<file path="src/hw/rtl/rqr_pkg.sv">
// Shared types and constants for the ready queue with removal.
`default_nettype none

package rqr_pkg;

  localparam int ID_W   = 16;
  localparam int WAIT_W = 16;
  localparam int OCC_W  = 7;

  typedef enum logic [1:0] {
    MODE_ENQUEUE = 2'd0,
    MODE_DEQUEUE = 2'd1,
    MODE_REMOVE  = 2'd2,
    MODE_TICK    = 2'd3
  } mode_t;

  typedef enum logic [1:0] {
    STAT_OK        = 2'd0,
    STAT_FULL      = 2'd1,
    STAT_EMPTY     = 2'd2,
    STAT_NOT_FOUND = 2'd3
  } status_t;

  typedef enum logic [1:0] {
    CO_NONE,
    CO_PUSH,
    CO_POP,
    CO_TICK
  } cell_op_t;

  typedef enum logic {
    S_IDLE,
    S_SCAN
  } state_t;

  // broadcast from the control to every cell
  typedef struct packed {
    cell_op_t            op;
    logic [ID_W-1:0]     key;
    logic [ID_W-1:0]     new_id;
    logic [WAIT_W-1:0]   new_wait;
  } cell_ctl_t;

  // search token and captured entry, passed cell to cell
  typedef struct packed {
    logic                tok;
    logic                fnd;
    logic [ID_W-1:0]     id;
    logic [WAIT_W-1:0]   wtime;
  } link_t;

endpackage

`default_nettype wire

</file>
<file path="src/hw/rtl/rqr_cell.sv">
// One queue slot: holds an entry, shifts, ticks and takes part in the search walk.
`default_nettype none

module rqr_cell #(
  parameter int DEPTH = 8,
  parameter int INDEX = 0,
  localparam int CW = $clog2(DEPTH + 1)
) (
  input  wire logic                        clk,
  input  wire logic                        rst,
  input  wire rqr_pkg::cell_ctl_t          ctl,
  input  wire logic [CW-1:0]               count,
  input  wire logic [rqr_pkg::ID_W-1:0]    nb_id,
  input  wire logic [rqr_pkg::WAIT_W-1:0]  nb_wait,
  input  wire rqr_pkg::link_t              link_in,
  output rqr_pkg::link_t                   link_out,
  output logic [rqr_pkg::ID_W-1:0]         slot_id,
  output logic [rqr_pkg::WAIT_W-1:0]       slot_wait
);

  logic                        tok;
  logic                        fnd;
  logic [rqr_pkg::ID_W-1:0]    carry_id;
  logic [rqr_pkg::WAIT_W-1:0]  carry_wait;
  logic                        occ;
  logic                        sel;
  logic                        hit;
  logic                        shift;

  assign occ   = CW'(INDEX) < count;
  assign sel   = count == CW'(INDEX);
  // first match seen by the walking token
  assign hit   = tok && !fnd && occ && (slot_id == ctl.key);
  // removed slot and everything behind it close up
  assign shift = tok && (fnd || hit);

  assign link_out.tok   = tok;
  assign link_out.fnd   = fnd || hit;
  assign link_out.id    = hit ? slot_id   : carry_id;
  assign link_out.wtime = hit ? slot_wait : carry_wait;

  always_ff @(posedge clk) begin
    if (rst) begin
      tok <= 1'b0;
      fnd <= 1'b0;
    end else begin
      tok <= link_in.tok;
      fnd <= link_in.fnd;
    end
  end

  always_ff @(posedge clk) begin
    carry_id   <= link_in.id;
    carry_wait <= link_in.wtime;
  end

  always_ff @(posedge clk) begin
    unique case (ctl.op)
      rqr_pkg::CO_PUSH: begin
        if (sel) begin
          slot_id   <= ctl.new_id;
          slot_wait <= ctl.new_wait;
        end
      end
      rqr_pkg::CO_POP: begin
        slot_id   <= nb_id;
        slot_wait <= nb_wait;
      end
      rqr_pkg::CO_TICK: begin
        if (occ && (slot_wait != '1)) begin
          slot_wait <= slot_wait + rqr_pkg::WAIT_W'(1);
        end
      end
      rqr_pkg::CO_NONE: begin
        if (shift) begin
          slot_id   <= nb_id;
          slot_wait <= nb_wait;
        end
      end
    endcase
  end

endmodule

`default_nettype wire

</file>
<file path="src/hw/rtl/ready_queue_with_removal.sv">
// Enqueue, dequeue and tick: result registered in the cycle after the request, one request
// per cycle while no remove walks and no result stalls. Remove: a token walks the cell
// chain one slot per cycle; result registered after the last cell, no request taken
// meanwhile; a remove on an empty queue answers directly. The output register lets the
// next request in while the current result is being taken. Reset clears the entry
// count, the search tokens and the output valid; slot contents are left as they are.
`default_nettype none

module ready_queue_with_removal #(
  parameter int DEPTH = 8
) (
  input  wire logic                        clk,
  input  wire logic                        rst,
  input  wire logic                        req_valid,
  output logic                             req_stall,
  input  wire logic [1:0]                  mode,
  input  wire logic [rqr_pkg::ID_W-1:0]    proc_id,
  input  wire logic [rqr_pkg::WAIT_W-1:0]  wait_in,
  output logic                             rsp_valid,
  input  wire logic                        rsp_stall,
  output logic [1:0]                       status,
  output logic [rqr_pkg::ID_W-1:0]         out_id,
  output logic [rqr_pkg::WAIT_W-1:0]       out_wait,
  output logic [rqr_pkg::OCC_W-1:0]        occupancy
);

  localparam int CW = $clog2(DEPTH + 1);

  rqr_pkg::state_t             state;
  rqr_pkg::state_t             state_next;
  rqr_pkg::cell_ctl_t          ctl;
  rqr_pkg::link_t              links [DEPTH+1];
  logic [rqr_pkg::ID_W-1:0]    cell_id   [DEPTH];
  logic [rqr_pkg::WAIT_W-1:0]  cell_wait [DEPTH];
  logic [CW-1:0]               count;
  logic [rqr_pkg::ID_W-1:0]    key;
  logic                        accept;
  logic                        start;
  logic                        full;
  logic                        empty;
  logic                        done;
  logic                        found;

  assign full      = count == CW'(DEPTH);
  assign empty     = count == '0;
  assign req_stall = (state == rqr_pkg::S_SCAN) || (rsp_valid && rsp_stall);
  assign accept    = req_valid && !req_stall;
  assign done      = links[DEPTH].tok;
  assign found     = links[DEPTH].fnd;
  assign occupancy = rqr_pkg::OCC_W'(count);

  assign links[0] = '{tok: start, fnd: 1'b0, id: '0, wtime: '0};

  for (genvar i = 0; i < DEPTH; i++) begin : g_cell
    logic [rqr_pkg::ID_W-1:0]   nb_id;
    logic [rqr_pkg::WAIT_W-1:0] nb_wait;

    if (i < DEPTH - 1) begin : g_nb
      assign nb_id   = cell_id[i+1];
      assign nb_wait = cell_wait[i+1];
    end else begin : g_last
      assign nb_id   = '0;
      assign nb_wait = '0;
    end

    rqr_cell #(
      .DEPTH (DEPTH),
      .INDEX (i)
    ) u_cell (
      .clk       (clk),
      .rst       (rst),
      .ctl       (ctl),
      .count     (count),
      .nb_id     (nb_id),
      .nb_wait   (nb_wait),
      .link_in   (links[i]),
      .link_out  (links[i+1]),
      .slot_id   (cell_id[i]),
      .slot_wait (cell_wait[i])
    );
  end

  always_ff @(posedge clk) begin
    if (rst) begin
      state <= rqr_pkg::S_IDLE;
    end else begin
      state <= state_next;
    end
  end

  always_comb begin
    state_next   = state;
    start        = 1'b0;
    ctl.op       = rqr_pkg::CO_NONE;
    ctl.key      = key;
    ctl.new_id   = proc_id;
    ctl.new_wait = wait_in;
    unique case (state)
      rqr_pkg::S_IDLE: begin
        if (accept) begin
          unique case (rqr_pkg::mode_t'(mode))
            rqr_pkg::MODE_ENQUEUE: if (!full)  ctl.op = rqr_pkg::CO_PUSH;
            rqr_pkg::MODE_DEQUEUE: if (!empty) ctl.op = rqr_pkg::CO_POP;
            rqr_pkg::MODE_REMOVE: begin
              if (!empty) begin
                start      = 1'b1;
                state_next = rqr_pkg::S_SCAN;
              end
            end
            rqr_pkg::MODE_TICK:    ctl.op = rqr_pkg::CO_TICK;
          endcase
        end
      end
      rqr_pkg::S_SCAN: begin
        if (done) state_next = rqr_pkg::S_IDLE;
      end
    endcase
  end

  always_ff @(posedge clk) begin
    if (accept) key <= proc_id;
  end

  always_ff @(posedge clk) begin
    if (rst) begin
      count     <= '0;
      rsp_valid <= 1'b0;
    end else if ((state == rqr_pkg::S_SCAN) && done) begin
      rsp_valid <= 1'b1;
      status    <= found ? rqr_pkg::STAT_OK : rqr_pkg::STAT_NOT_FOUND;
      out_id    <= links[DEPTH].id;
      out_wait  <= links[DEPTH].wtime;
      if (found) count <= count - CW'(1);
    end else if (accept) begin
      rsp_valid <= 1'b1;
      status    <= rqr_pkg::STAT_OK;
      out_id    <= '0;
      out_wait  <= '0;
      unique case (rqr_pkg::mode_t'(mode))
        rqr_pkg::MODE_ENQUEUE: begin
          if (full) status <= rqr_pkg::STAT_FULL;
          else      count  <= count + CW'(1);
        end
        rqr_pkg::MODE_DEQUEUE: begin
          if (empty) begin
            status <= rqr_pkg::STAT_EMPTY;
          end else begin
            out_id   <= cell_id[0];
            out_wait <= cell_wait[0];
            count    <= count - CW'(1);
          end
        end
        rqr_pkg::MODE_REMOVE: begin
          if (empty) status    <= rqr_pkg::STAT_EMPTY;
          else       rsp_valid <= 1'b0;
        end
        rqr_pkg::MODE_TICK: begin
        end
      endcase
    end else if (rsp_valid && !rsp_stall) begin
      rsp_valid <= 1'b0;
    end
  end

endmodule

`default_nettype wire

</file>
<file path="config.mk">
export PLATFORM = sky130hd
export DESIGN_NAME = ready_queue_with_removal
export DESIGN_NICKNAME = d
export VERILOG_FILES = /design/src/hw/rtl/rqr_pkg.sv /design/src/hw/rtl/rqr_cell.sv /design/src/hw/rtl/ready_queue_with_removal.sv
export SDC_FILE = /design/constraint.sdc
export NUM_CORES = 1
export LEC_CHECK = 0
export BUFFER_PORTS_ARGS = -buffer_cell sky130_fd_sc_hd__clkbuf_2
export CORE_MARGIN = 1
export CORE_UTILIZATION = 45
export CTS_CLUSTER_DIAMETER = 60
export DETAILED_ROUTE_END_ITERATION = 10
export GPL_TIMING_DRIVEN = 1
export PLACE_DENSITY_LB_ADDON = 0.25
export SYNTH_ARGS = -nofsm -noshare
export SYNTH_HDL_FRONTEND = slang
export SYNTH_SLANG_ARGS = --single-unit
export TNS_END_PERCENT = 50
</file>
<file path="constraint.sdc">
create_clock -name clk -period 10.6 [get_ports clk]
set_input_delay 1.06 -clock clk [delete_from_list [all_inputs] [get_ports clk]]
set_output_delay 1.06 -clock clk [all_outputs]
set_load 0.005 [all_outputs]
</file>
==> impl_metrics.py <==
metrics = {
    "outcome": {
        "status": "finished clean",
    },
    "synthesis": {
        "ys_types": 60,
        "yosysSeqAreaShare_pct": 56.77,
        "syn_inst": 2113,
        "yosys-top-cells-area": "edfxtp_1 (37%), dfxtp_1 (20%), mux2_2 (8.8%)",
        "async_flop_share_pct": 0,
        "ys_top_cells_by_count": "edfxtp_1 (306), dfxtp_1 (245), mux2_2 (194), nand2_1 (191), o21ai_0 (157)",
        "synth_top_area_cell": "edfxtp_1",
        "synth_warnings": 0,
        "yosysMostFrequentCell": "edfxtp_1",
        "synth_top_area_share_pct": 37.02,
        "synthFlopType": "edfxtp_1",
        "synth.avg_cell_area_um2": 11.75,
        "synth_area_um2": 24820,
        "ys_ff_latch": 551,
        "synth-edff-count": 306,
    },
    "clock_network": {
        "cts.repair.resized": 0,
        "numCtsBuffers": 57,
        "hold_buffers": 0,
        "clk_pin_slew_ps": 70,
        "cts_setup_buffers": 0,
        "clock_sinks": 551,
        "clock_path_buffers": 3,
        "htreeDepth": 2,
        "clock-root-buffer": "clkbuf_16",
        "clock_latency_ps": 640,
        "cts_tree": "done",
    },
    "grt": {
        "grt_pass1_vias": 16881,
        "antenna_found_initial": 1,
        "grt_pass1_wl_um": 112100,
        "overflow": 0,
        "grt_start_max_net_pins": 84,
        "grt.total_usage_pct": 27.13,
    },
    "final_layout": {
        "n_fill_cell": 4757,
        "nNetsFinal": 2199,
        "multi_input_area_um2": 10100,
        "drive_gt1_share_pct": 19.33,
        "syn_to_final_growth_pct": 11.43,
        "seqCellArea_um2": 14090,
    },
    "critical_path": {
        "startpoint_type": "flop",
        "cp-end-kind": "flop",
        "cp.arrival_ps": 4680,
        "path_class": "reg2reg",
        "critPathLaunch": "count[1]",
        "cp.required_ps": 10970,
        "critPathMaxFanout": 83,
        "rr_startpoint": "count[1]",
    },
    "placed_design": {
        "place_congestion": 0.9348,
        "port_buffers": 77,
        "dp_hpwl_um": 51680,
    },
    "sta": {
        "finalSetupTns_ps": 0,
        "post-route-period-util_pct": 40.60,
        "rsz0062_at_grt": "false",
        "hold_viol": 0,
        "finalSetupViolations": 0,
        "fin_skew_ps": 33.78,
        "fin_crit_ps": 4304,
        "tightest_slew_ps": 1289,
        "fmax_mhz": 232.4,
        "slew_violations": 0,
        "slew_headroom_pct": 14.07,
    },
    "power_and_ir_drop": {
        "power_w": 0.004906,
        "power_leakage_nw": 10.85,
        "power_density_nw_per_um2": 177.4,
        "vdd_drop_max_uv": 155.8,
    },
    "detailed_routing": {
        "dr_total_vias": 17285,
        "routedWlPerCell_um": 26.57,
        "route.detailed.drc": 0,
        "drtAntennaViolNets": 0,
        "drtPass1Iterations": 6,
        "via_per_inst": 5.979,
        "drtIter0Drc": 1884,
        "wirelength_um": 76800,
    },
    "job": {
        "cap_violations": 0,
    },
    "floorplanning": {
        "rows": 85,
        "start_util_pct": 45.86,
        "fp.dieH_um": 236.9,
        "die_area_um2": 56110,
        "core-area_um2": 54130,
        "die_w_um": 236.9,
        "io_pins": 81,
    },
    "worst_hold_path": {
        "timing.hold.worst.start": "g_cell[5].u_cell.carry_id[5]",
        "hold_path_class": "reg2reg",
    },
}
-- critical path, cell delays in order (launching register included) --
cell and delay (ps):
dfxtp_1 390, inv_1 160, ha_1 310, nand3b_1 180, a31o_2 490, nand2_4 710
buf_4 610, buf_4 710, nor2_1 200, a22o_1 230
-- cell families (layout without fill, tap and decap cells) --
kind of cell               after synthesis  in the layout  synth area share, %
muxes                                  230            230                10.26
other                                    1              4              0.01511
DFF                                    551            551                56.77
buffers and inverters                  148            227                3.009
adders and majority gates               16             16               0.8064
AOI/OAI and AO/OA                      409            409                10.47
and+or+nand+nor                        529            529                10.58
xor gates and xnor gates               229            229                8.080
-- metrics by stage --
stage / setup slack [ps] / utilization, % / std cells / area [um2] / hold WS [ps]
floorplan: 6702 / - / 2115 / 24830 / 410.4
global placement: 5924 / 47.51 / 2782 / 25720 / 423.0
detailed placement: 5815 / 47.51 / 2782 / 25720 / 439.9
CTS: 6389 / 51.09 / 2890 / 27660 / 440.1
global route: 6102 / 51.09 / 2890 / 27660 / 457.9
finish: 6296 / 51.10 / 2891 / 27660 / 433.1
-- registers in the layout (all words and copies together), names as in the netlist --
name                      cells
status                        2
g_cell.u_cell.tok             8
g_cell.u_cell.carry_wait    112
out_id                       16
out_wait                     16
count                         4
g_cell.u_cell.slot_id       128
g_cell.u_cell.slot_wait     128
g_cell.u_cell.carry_id      112
g_cell.u_cell.fnd             7
rsp_valid                     1
key                          16
state                         1
-- final timing paths --
path                                                 endpoint  slack (ps)  cells past startpoint
worst max-delay path            g_cell[4].u_cell.slot_wait[6]        6300                      9
worst min-delay path             g_cell[6].u_cell.carry_id[5]         430                      1
worst max register to register  g_cell[4].u_cell.slot_wait[6]        6300                      9
worst min register to register   g_cell[6].u_cell.carry_id[5]         430                      1
-- where the power goes --
part / total (W) / leakage (nW) / internal, W / switching [W]
Clock: 0.00207 / 0.966 / 0.00120 / 0.000875
Combinational: 0.000384 / 5.06 / 0.000133 / 0.000251
Sequential: 0.00245 / 4.83 / 0.00235 / 0.0000943
Total: 0.00491 / 10.8 / 0.00369 / 0.00122
-- cells in the final DEF, fill, tap and decap left out, types with 29 or more instances in the layout --
master	n
nand3_1	52
o21ai_0	155
xnor2_1	106
nand2_1	189
and2_1	39
dfxtp_1	245
a21o_1	125
clkbuf_2	77
mux2_2	194
nor2_1	73
edfxtp_1	306
clkbuf_16	57
mux2i_1	34
a21oi_1	40
and3_1	44
buf_4	29
nand4_1	34
xor2_1	123
-- layer usage --
metal | GRT usage [%] | share of wire [%]
met1 | 35.47 | 41
met2 | 44.66 | 48
met3 | 3.777 | 7.2
met4 | 12.34 | 4.4
met5 | 0 | 0
-- area by class of cell --
cell class / count / area share, %
antenna: 1 / 0.009047
clock buffer: 82 / 6.039
clock inverter: 26 / 0.9725
inverter: 13 / 0.1764
multi-input combinational: 1416 / 36.53
sequential: 551 / 50.95
tap: 696 / 3.148
timing repair buffer: 106 / 2.180
Power figures use the tool's default switching activity.
